$ cat src/psin_pkg.sv
`default_nettype none

package psin_pkg;

  // Field widths of the stream words
  localparam int unsigned ANGLE_W = 16;
  localparam int unsigned TERMS_W = 7;
  localparam int unsigned OUT_W   = 24;

  localparam int unsigned MAX_TERMS_DEF = 64;

  // Running product Q7.24, scaled angle square Q3.24
  localparam int unsigned P_W    = 32;
  localparam int unsigned FACT_W = 27;
  localparam int unsigned DVD_W  = 28;
  localparam int unsigned TERM_W = 30;

  // Shared multiplier operand and product widths
  localparam int unsigned MUL_W  = 33;
  localparam int unsigned PROD_W = 2 * MUL_W;

  // 1/pi^2 in Q0.32
  localparam logic [28:0] INV_PI_SQ_Q32 = 29'd435171170;
  localparam logic [DVD_W-1:0] ONE_Q24  = DVD_W'(1) << 24;

endpackage

`default_nettype wire

$ cat src/psin_mul.sv
`default_nettype none

module psin_mul (
  input  logic                                 clk_i,
  input  logic signed [psin_pkg::MUL_W-1:0]    op_a_i,
  input  logic signed [psin_pkg::MUL_W-1:0]    op_b_i,
  output logic signed [psin_pkg::PROD_W-1:0]   prod_o
);
  import psin_pkg::*;

  logic signed [PROD_W-1:0] prod_q;

  // Register every product; the sequencer picks it up in the next state
  always_ff @(posedge clk_i) begin
    prod_q <= PROD_W'(op_a_i) * PROD_W'(op_b_i);
  end

  assign prod_o = prod_q;

endmodule

`default_nettype wire

$ cat src/psin_div.sv
`default_nettype none

module psin_div #(
  parameter int unsigned DsrW = 14
) (
  input  logic                          clk_i,
  input  logic                          rst_ni,
  input  logic                          start_i,
  input  logic [psin_pkg::DVD_W-1:0]    dividend_i,
  input  logic [DsrW-1:0]               divisor_i,
  output logic [psin_pkg::DVD_W-1:0]    quotient_o,
  output logic                          busy_o,
  output logic                          done_o
);
  import psin_pkg::*;

  localparam int unsigned CntW = $clog2(DVD_W + 1);

  logic [DVD_W-1:0] dvd_q, dvd_d;
  logic [DsrW-1:0]  rem_q, rem_d;
  logic [DsrW-1:0]  dsr_q, dsr_d;
  logic [CntW-1:0]  cnt_q, cnt_d;
  logic             done_q, done_d;
  logic [DsrW:0]    rem_sh;
  logic [DsrW:0]    diff;
  logic             fits;

  // Restoring division, one quotient bit per cycle
  assign rem_sh = {rem_q, dvd_q[DVD_W-1]};
  assign diff   = rem_sh - {1'b0, dsr_q};
  assign fits   = (rem_sh >= {1'b0, dsr_q});

  always_comb begin
    dvd_d  = dvd_q;
    rem_d  = rem_q;
    dsr_d  = dsr_q;
    cnt_d  = cnt_q;
    done_d = 1'b0;
    if (start_i) begin
      dvd_d = dividend_i;
      rem_d = '0;
      dsr_d = divisor_i;
      cnt_d = CntW'(DVD_W);
    end else if (cnt_q != '0) begin
      rem_d  = fits ? diff[DsrW-1:0] : rem_sh[DsrW-1:0];
      dvd_d  = {dvd_q[DVD_W-2:0], fits};
      cnt_d  = cnt_q - 1'b1;
      done_d = (cnt_q == CntW'(1));
    end
  end

  always_ff @(posedge clk_i or negedge rst_ni) begin
    if (!rst_ni) begin
      cnt_q  <= '0;
      done_q <= 1'b0;
    end else begin
      cnt_q  <= cnt_d;
      done_q <= done_d;
    end
  end

  always_ff @(posedge clk_i) begin
    dvd_q <= dvd_d;
    rem_q <= rem_d;
    dsr_q <= dsr_d;
  end

  assign quotient_o = dvd_q;
  assign busy_o     = (cnt_q != '0);
  assign done_o     = done_q;

endmodule

`default_nettype wire

$ cat src/product_series_sine.sv
// Each word runs through the sequencer one term at a time, k = min(terms, MaxTerms) terms,
// and every term waits on the serial divider.
// The shared multiplier and the radix-2 divider serve one word at a time,
// and ready is high only while the sequencer idles.
// Reset: asynchronous, active low; clears the sequencer and the output valid flag.
`default_nettype none

module product_series_sine #(
  parameter int unsigned MaxTerms = psin_pkg::MAX_TERMS_DEF
) (
  input  logic        clk_i,
  input  logic        rst_ni,
  input  logic        s_axis_tvalid_i,
  output logic        s_axis_tready_o,
  input  logic [23:0] s_axis_tdata_i,   // [15:0] angle, [22:16] terms, [23] zero
  output logic        m_axis_tvalid_o,
  input  logic        m_axis_tready_i,
  output logic [23:0] m_axis_tdata_o,   // [23:0] sine_value
  output logic [0:0]  m_axis_tuser_o    // [0] saturated
);
  import psin_pkg::*;

  // Loop counter must reach k + 1 to see the exit
  localparam int unsigned IW    = $clog2(MaxTerms + 2);
  localparam int unsigned DSR_W = 2 * IW;
  localparam int unsigned SH_W  = PROD_W - 24;

  localparam logic signed [P_W-1:0]   P_MAX_C   = {1'b0, {(P_W-1){1'b1}}};
  localparam logic signed [P_W-1:0]   P_MIN_C   = {1'b1, {(P_W-1){1'b0}}};
  localparam logic signed [OUT_W-1:0] OUT_MAX_C = {1'b0, {(OUT_W-1){1'b1}}};
  localparam logic signed [OUT_W-1:0] OUT_MIN_C = {1'b1, {(OUT_W-1){1'b0}}};

  typedef enum logic [8:0] {
    ST_IDLE = 9'b000000001,
    ST_SQ   = 9'b000000010,
    ST_FAC  = 9'b000000100,
    ST_FRD  = 9'b000001000,
    ST_LOOP = 9'b000010000,
    ST_DSQ  = 9'b000100000,
    ST_DIV  = 9'b001000000,
    ST_RND  = 9'b010000000,
    ST_FIN  = 9'b100000000
  } state_e;

  state_e state_q, state_d;

  logic signed [ANGLE_W-1:0] angle_q, angle_d;
  logic [IW-1:0]             k_q, k_d;
  logic [IW-1:0]             i_q, i_d;
  logic [FACT_W-1:0]         factor_q, factor_d;
  logic signed [P_W-1:0]     p_q, p_d;
  logic                      sat_q, sat_d;

  logic                      m_valid_q, m_valid_d;
  logic signed [OUT_W-1:0]   m_data_q, m_data_d;
  logic                      m_sat_q, m_sat_d;
  logic                      out_free;

  logic signed [MUL_W-1:0]   mul_a, mul_b;
  logic signed [PROD_W-1:0]  prod;

  logic                      div_start;
  logic [DVD_W-1:0]          div_dividend;
  logic [DSR_W-1:0]          div_divisor;
  logic [DVD_W-1:0]          div_quot;
  logic                      div_busy;
  logic                      div_done;

  logic signed [TERM_W-1:0]  term;
  logic [61:0]               fac_sum;
  logic signed [PROD_W-1:0]  p_rnd;
  logic signed [SH_W-1:0]    p_sh;
  logic signed [P_W:0]       r_rnd;
  logic signed [P_W-8:0]     r_sh;

  logic [ANGLE_W-1:0]        in_angle;
  logic [TERMS_W-1:0]        in_terms;
  logic                      in_acc;

  assign in_angle = s_axis_tdata_i[ANGLE_W-1:0];
  assign in_terms = s_axis_tdata_i[ANGLE_W+TERMS_W-1:ANGLE_W];

  assign s_axis_tready_o = (state_q == ST_IDLE);
  assign in_acc          = s_axis_tvalid_i && s_axis_tready_o;
  assign out_free        = !m_valid_q || m_axis_tready_i;

  // One shared multiplier for alpha^2, the 1/pi^2 scaling, i^2 and the running product
  psin_mul u_mul (
    .clk_i  (clk_i),
    .op_a_i (mul_a),
    .op_b_i (mul_b),
    .prod_o (prod)
  );

  // Serial divider for factor / i^2, rounded by adding i^2/2 to the dividend
  psin_div #(
    .DsrW (DSR_W)
  ) u_div (
    .clk_i      (clk_i),
    .rst_ni     (rst_ni),
    .start_i    (div_start),
    .dividend_i (div_dividend),
    .divisor_i  (div_divisor),
    .quotient_o (div_quot),
    .busy_o     (div_busy),
    .done_o     (div_done)
  );

  assign div_start    = (state_q == ST_DSQ);
  assign div_divisor  = prod[DSR_W-1:0];
  assign div_dividend = DVD_W'(factor_q) + DVD_W'(prod[DSR_W-1:1]);

  // term = 1.0 - q, may go negative for large angles
  assign term = $signed({2'b00, ONE_Q24}) - $signed({2'b00, div_quot});

  // Multiplier operand select
  always_comb begin
    mul_a = '0;
    mul_b = '0;
    case (state_q)
      ST_SQ: begin
        mul_a = MUL_W'(angle_q);
        mul_b = MUL_W'(angle_q);
      end
      ST_FAC: begin
        mul_a = $signed({1'b0, prod[P_W-1:0]});
        mul_b = $signed(MUL_W'(INV_PI_SQ_Q32));
      end
      ST_LOOP: begin
        mul_a = $signed(MUL_W'(i_q));
        mul_b = $signed(MUL_W'(i_q));
      end
      ST_DIV: begin
        mul_a = MUL_W'(p_q);
        mul_b = MUL_W'(term);
      end
      default: begin
        mul_a = '0;
        mul_b = '0;
      end
    endcase
  end

  // factor = round(alpha^2 / pi^2) in Q3.24
  assign fac_sum = prod[61:0] + (62'd1 << 31);

  // Round p * term >> 24 half away from zero
  assign p_rnd = prod[PROD_W-1] ? (prod + PROD_W'(24'h7FFFFF)) : (prod + PROD_W'(24'h800000));
  assign p_sh  = SH_W'(p_rnd >>> 24);

  // Final rounding to Q7.16, half away from zero
  assign r_rnd = p_q[P_W-1] ? ((P_W+1)'(p_q) + (P_W+1)'(127))
                            : ((P_W+1)'(p_q) + (P_W+1)'(128));
  assign r_sh  = (P_W-7)'(r_rnd >>> 8);

  always_comb begin
    state_d   = state_q;
    angle_d   = angle_q;
    k_d       = k_q;
    i_d       = i_q;
    factor_d  = factor_q;
    p_d       = p_q;
    sat_d     = sat_q;
    m_valid_d = m_valid_q;
    m_data_d  = m_data_q;
    m_sat_d   = m_sat_q;

    // Drop valid once the word is taken
    if (m_axis_tready_i) begin
      m_valid_d = 1'b0;
    end

    case (state_q)
      ST_IDLE: begin
        if (in_acc) begin
          angle_d = $signed(in_angle);
          // Clamp the term count at MaxTerms
          k_d     = (32'(in_terms) > 32'(MaxTerms)) ? IW'(MaxTerms) : IW'(in_terms);
          i_d     = IW'(1);
          p_d     = P_W'($signed(in_angle)) <<< 12;
          sat_d   = 1'b0;
          state_d = ST_SQ;
        end
      end
      ST_SQ: begin
        state_d = ST_FAC;
      end
      ST_FAC: begin
        state_d = ST_FRD;
      end
      ST_FRD: begin
        factor_d = fac_sum[32+FACT_W-1:32];
        state_d  = ST_LOOP;
      end
      ST_LOOP: begin
        // Issue i*i here; leave once every term is applied
        state_d = (i_q > k_q) ? ST_FIN : ST_DSQ;
      end
      ST_DSQ: begin
        state_d = ST_DIV;
      end
      ST_DIV: begin
        if (div_done) begin
          state_d = ST_RND;
        end
      end
      ST_RND: begin
        if (p_sh > SH_W'(P_MAX_C)) begin
          p_d   = P_MAX_C;
          sat_d = 1'b1;
        end else if (p_sh < SH_W'(P_MIN_C)) begin
          p_d   = P_MIN_C;
          sat_d = 1'b1;
        end else begin
          p_d = P_W'(p_sh);
        end
        i_d     = i_q + 1'b1;
        state_d = ST_LOOP;
      end
      ST_FIN: begin
        // Hold until the output register is free
        if (out_free) begin
          m_valid_d = 1'b1;
          if (r_sh > (P_W-7)'(OUT_MAX_C)) begin
            m_data_d = OUT_MAX_C;
            m_sat_d  = 1'b1;
          end else if (r_sh < (P_W-7)'(OUT_MIN_C)) begin
            m_data_d = OUT_MIN_C;
            m_sat_d  = 1'b1;
          end else begin
            m_data_d = OUT_W'(r_sh);
            m_sat_d  = sat_q;
          end
          state_d = ST_IDLE;
        end
      end
      default: begin
        state_d = ST_IDLE;
      end
    endcase
  end

  always_ff @(posedge clk_i or negedge rst_ni) begin
    if (!rst_ni) begin
      state_q   <= ST_IDLE;
      m_valid_q <= 1'b0;
    end else begin
      state_q   <= state_d;
      m_valid_q <= m_valid_d;
    end
  end

  always_ff @(posedge clk_i) begin
    angle_q  <= angle_d;
    k_q      <= k_d;
    i_q      <= i_d;
    factor_q <= factor_d;
    p_q      <= p_d;
    sat_q    <= sat_d;
    m_data_q <= m_data_d;
    m_sat_q  <= m_sat_d;
  end

  assign m_axis_tvalid_o = m_valid_q;
  assign m_axis_tdata_o  = m_data_q;
  assign m_axis_tuser_o  = m_sat_q;

  // An accepted word always starts the square step
  a_accept_starts: assert property (@(posedge clk_i) disable iff (!rst_ni)
    in_acc |=> (state_q == ST_SQ))
    else $error("accepted word did not start the sequencer");

  // Finishing with a free output slot presents a result next cycle
  a_fin_presents: assert property (@(posedge clk_i) disable iff (!rst_ni)
    (state_q == ST_FIN) && out_free |=> m_axis_tvalid_o)
    else $error("finished result not presented");

  // The divider is at work for the whole wait state
  a_div_active: assert property (@(posedge clk_i) disable iff (!rst_ni)
    (state_q == ST_DIV) |-> (div_busy || div_done))
    else $error("waiting on an idle divider");

  // The term index never runs past k + 1
  a_index_bound: assert property (@(posedge clk_i) disable iff (!rst_ni)
    (state_q == ST_LOOP) |-> ((IW+1)'(i_q) <= (IW+1)'(k_q) + (IW+1)'(1)))
    else $error("term index overran the count");

endmodule

`default_nettype wire

$ cat config.mk
export PLATFORM = sky130hd
export DESIGN_NAME = product_series_sine
export DESIGN_NICKNAME = d
export VERILOG_FILES = /design/src/psin_pkg.sv /design/src/psin_mul.sv /design/src/psin_div.sv /design/src/product_series_sine.sv
export SDC_FILE = /design/constraint.sdc
export NUM_CORES = 2
export LEC_CHECK = 0
export BUFFER_PORTS_ARGS = -buffer_cell sky130_fd_sc_hd__clkbuf_2
export CAP_MARGIN = 25
export CORE_MARGIN = 2
export CORE_UTILIZATION = 70
export CTS_CLUSTER_DIAMETER = 60
export CTS_CLUSTER_SIZE = 12
export DETAILED_ROUTE_END_ITERATION = 16
export GPL_ROUTABILITY_DRIVEN = 0
export HOLD_SLACK_MARGIN = 0.05
export PLACE_DENSITY_LB_ADDON = 0.05
export SLEW_MARGIN = 20
export SYNTH_ARGS = -nofsm -noshare
export SYNTH_HDL_FRONTEND = slang
export SYNTH_SLANG_ARGS = --single-unit
$ cat constraint.sdc
create_clock -name clk_i -period 26.6 [get_ports clk_i]
set_input_delay 2.66 -clock clk_i [delete_from_list [all_inputs] [get_ports clk_i]]
set_output_delay 2.66 -clock clk_i [all_outputs]
set_load 0.005 [all_outputs]
Word level (Yosys, flattened, before mapping)
Index checks and enable logic that the tools add are counted. Widths: inputs -> output; s select.

Register bits after elaboration: 253. Latch bits: 0. Memory bits (writable): 0. Bits in read-only memories: 0. Bits of input ports: 28. Memories: 0.

Add/subtract/negate cells: 10. $mul: 1. Div/mod/pow operators: 0. Magnitude comparators: 7. Equality and inequality tests: 14. Shift-type cells: 0. Mux-type cells: 30. Bitwise logic cells: 0. Reductions and logical operators: 13.

Operator list (number): $pmux 33 s4 (2); $mux 32 (3); $pmux 9 s8 (1); $add 66x23->66 const B (1); $add 66x24->66 const B (1); $mul 33x33->66 (1); $mux 66 (1); $pmux 32 s2 (1); $add 59x32->59 const B (1); $mux 28 (2); $gt 42x32->1 const B (1); $lt 42x32->1 const B (1); $mux 9 (4); $add 32x8->33 const B (1); $add 32x9->33 const B (1); $mux 33 (1); $sub 25x28->29 const A (1); $add 27x13->28 (1); $gt 25x24->1 const B (1); $lt 25x24->1 const B (1); $mux 24 (1); $ge 15x14->1 (1); $mux 14 (1); $pmux 7 s2 (1); 30 further kinds (44).

Longest topological paths before layout
Depth in word-level cells: 6. Gate-level depth with buffers: 39.

Cells and area by module
From an unflattened synthesis, not the netlist that was laid out.

Cell total of the unflattened synthesis: 5539. Area, all modules: 52694.3 sq um.

By module, submodules not included: psin_mul (times used 1, cells each 4301, area each 40367.5 sq um, seq. area each 1321.3 sq um); product_series_sine (times used 1, cells each 948, area each 8961.1 sq um, seq. area each 3704.8 sq um); psin_div (times used 1, cells each 290, area each 3365.7 sq um, seq. area each 1691.6 sq um).

Least setup slack after synthesis
Ideal clock, no wire load.

Kind: flip-flop to flip-flop. Start point: register u_div.dvd_q[0], in the netlist u_div.quotient_o[0]. End point: register u_mul.prod_q[63], in the netlist u_mul.prod_o[63]. Library setup time: 0.072 ns. Arrival time: 9.396 ns. Data required time: 26.528 ns. Slack: 17.131 ns. Cell stages (with the launch flop): 34. Buffers on the path: 2. Clock period less this slack: 9.469 ns. Path through: edfxtp_1 inv_1 ha_1 or3b_1 or3_1 nand3b_1 or2_1 a31oi_1 clkbuf_1 nor2_1 fa_1 inv_1 fa_1 inv_1 fa_1 inv_1 fa_1 fa_1 fa_1 fa_1 inv_1 fa_1 ha_1 clkbuf_1 a21o_1 a21o_1 a21oi_1 nor2b_1 o21a_1 o21ai_0 o211ai_1 a21o_1 a31oi_1 xnor2_1.

Longest elaborated chain between the ends: 3.

Ends and longest elaborated chain: start: declaration (RTL line psin_div.sv:19) `logic [DVD_W-1:0] dvd_q, dvd_d;`; start signal: assignment (RTL line psin_div.sv:63) `dvd_q <= dvd_d;`; $sub 25x28->29 (RTL line product_series_sine.sv:114) `assign term = $signed({2'b00, ONE_Q24}) - $signed({2'b00, div_quot});`; $pmux 33 s4 (RTL line product_series_sine.sv:120) `case (state_q)`; $mul 33x33->66 (RTL line psin_mul.sv:15) `prod_q <= PROD_W'(op_a_i) * PROD_W'(op_b_i);`; end signal: assignment (RTL line psin_mul.sv:15); end: declaration (RTL line psin_mul.sv:11) `logic signed [PROD_W-1:0] prod_q;`.

Every way passes these cells. A chain may end at the register's enable or synchronous reset.

Worst setup path after layout
Start point: register u_div.dvd_q[0], in the netlist u_div.quotient_o[0]. End point: register u_mul.prod_q[64], in the netlist u_mul.prod_o[64].

The elaborated chain is that of the path after synthesis.

==> results.cfg <==
[critical_path]
r2r-end = u_mul.prod_o[64]
cp_max_fo = 44
cpMostUsedCell = fa_1
slowest_delay_ns = 0.84
arrival_ns = 12.82
worst-r2r-setup-slack_ns = 14.24
crit_buf_inv = 7
worst_setup_path_end_kind = flip-flop
timing.rr.start = u_div.quotient_o[0]
path_class = reg2reg
required_ns = 27.06
cpLargestDelayFamily = adder cells
ff2ff_path_depth = 36
slowest_stage = nor2_2
cp-start-kind = flip-flop

[die]
rows = 98
start_util = 0.710
die_w_um = 274
die_area_um2 = 75000
ios = 55
chipHeight_um = 274
core_area_um2 = 71700

[worst_hold_path]
hp-class = reg2reg
whs_endpoint = u_div.rem_q[13]
hp-start = u_div.rem_q[13]
whs_path_depth = 2

[grt]
antenna_found_initial = 10
overflow = 0
grt.total_usage = 0.431
grt_max_degree = 73
grt_pass1_wl_mm = 239
grt_pass1_vias = 41700

[sta]
max_freq_ghz = 0.0809
slew_viol_final = 0
skew_ns = 0.0219
setup_viol = 0
max_slew_margin = 0.144
period_share = 0.465
rsz0062_at_grt = false
setup-tns-final_ns = 0
worst_pin_slew_ns = 1.28
fin_hold_ws_ns = 0.478
report.final.hold_viol_count = 0
min_period_ns = 12.36

[detailed_routing]
drc = 0
avgRoutedWirePerCell_um = 24.0
wl_mm = 155
drt_pass1_iterations = 11
viasPerCell = 6.18
ant_nets = 0
num_vias = 39900
drt_iter0_drc = 3905

[pwr]
p_leak_nw = 26.5
ir_drop_mv = 0.105
cellPowerDensity_nw_per_um2 = 41.1

[yosys]
async_flop_share = 0.0632
yosys.area.top_type_share = 0.446
yosysTopAreaCell = fa_1
yosysWarnings = 0
synth_edf_count = 157
synth_area_um2 = 50900
ys.flop_type = edfxtp_1
ys_seq_area_frac = 0.132
avgSynthCellArea_um2 = 9.18
ys_ff_latch = 253
synth_cell_types = 87
syn_inst = 5547
synth_fp_nets = 6969
synthTopCellsByArea = fa_1 (45%), edfxtp_1 (9.3%), inv_1 (9.1%)

[layout]
finalInstanceArea_um2 = 53300
layout_commonest_cell = inv_1
areaGrowthSynthToFinish_pct = 4.66
drive_above_1_share = 0.0486
final_cell_count_no_fill = 6466
layout_common_cells = inv_1 (1,234), fa_1 (1,134), nand2_1 (778)
final_nets = 6914

[placed_design]
numPortBuffers = 53
place_inst = 6407
dp_hpwl_mm = 118
postPlaceCellArea_um2 = 52400

[cts]
cts_hold_buf = 0
cts_buffer_depth = 3
numCtsBuffers = 25
insertion_delay_ns = 0.55
cts.repair.resized = 0
cts_tree = built
cts.sinks = 253
h-tree-depth = 1
clk_pin_slew_ns = 0.06
cts_root_buf = clkbuf_16
cts_setup_buffers = 0

[run]
maxCapViolCount = 0

[outcome]
status = complete, no violations
## synth_stat cells, drive strengths merged, types with 13 or more instances
library cell / n
a221oi: 29
xnor2: 141
ha: 260
o31ai: 13
nand4: 36
a221o: 28
nor3: 39
clkbuf: 186
and3: 31
buf: 63
a21o: 58
o21ai: 137
dfrtp: 15
nand2: 780
inv: 1235
edfxtp: 157
a21oi: 143
fa: 1134
nor2: 541
and2: 38
a31oi: 15
o21a: 16
nor4: 16
nand3: 51
nand2b: 20
o211ai: 26
xor2: 93
dfxtp: 80
nor2b: 20
a21boi: 16
## worst reg2reg max path: cells and delay by family (launching register included)
kind,cells,cell delay (ns)
compound gates,5,1.52
xor+xnor,1,0.20
fa+ha+maj,10,4.79
buf+inv,7,1.34
flops,1,0.47
simple gates,13,3.96
## sequential cells by signal, indices dropped and copies added, names as in the netlist
name	flops
m_axis_tvalid_o	1
m_axis_tdata_o	24
state_q	9
u_div.done_o	1
angle_q	16
factor_q	27
u_mul.prod_o	66
i_q	7
u_div.cnt_q	5
p_q	32
u_div.dsr_q	14
m_axis_tuser_o	1
u_div.rem_q	14
sat_q	1
k_q	7
u_div.quotient_o	28
## per-stage QoR
stage	worst slack [ns]	util	power, mW
after detailed placement	14.81	0.731	1.80
final	14.24	0.743	2.19
after floorplan	17.13	-	1.38
after global routing	13.99	0.743	2.30
after global placement	14.64	0.730	1.77
after CTS	14.77	0.741	2.14
## report_power, final
part	leakage (nW)	internal (mW)	switching (mW)
registers	2.37	0.544	0.153
clock network	0.359	0.191	0.152
logic	23.8	0.380	0.771
## layer usage
| layer | share of wire | up-vias | track usage |
|---|---|---|---|
| met1 | 0.34 | 19800 | 0.535 |
| met3 | 0.14 | 757 | 0.140 |
| met4 | 0.077 | 8 | 0.264 |
| met5 | 0.00051 | - | 0 |
| met2 | 0.45 | 2677 | 0.662 |
| li1 | - | 16700 | - |
## how the worst max path moves through the flow
stage	startpoint	end	slack, ns	cells past startpoint
2_1_floorplan	u_div.quotient_o[0]	u_mul.prod_o[63]	17.13	33
3_3_place_gp	u_div.quotient_o[0]	u_mul.prod_o[64]	14.64	36
3_5_place_dp	u_div.quotient_o[0]	u_mul.prod_o[64]	14.81	36
4_1_cts	u_div.quotient_o[0]	u_mul.prod_o[64]	14.77	36
5_1_grt	u_div.quotient_o[0]	u_mul.prod_o[64]	13.99	36
6_report	u_div.quotient_o[0]	u_mul.prod_o[64]	14.24	36
## kinds of logic after synthesis
kind of cell	Yosys count	synth area share
AND/OR/NAND/NOR	1629	0.135
buffers and inverters	1486	0.111
XOR/XNOR	234	0.0402
adder cells (fa/ha/maj)	1394	0.509
flip-flops	253	0.132
AO/OA/AOI/OAI	548	0.0712
multiplexers	3	0.000639
## area by class of cell
type	count	area, um2
fill	5317	18400
sequential	253	6720
clock buffer	43	714
inverter	1237	4640
antenna	6	15.0
timing repair buffer	167	1190
multi-input combinational	3808	38800
tap	950	1190
clock inverter	2	35.0
(Power assumes the default switching activity.)
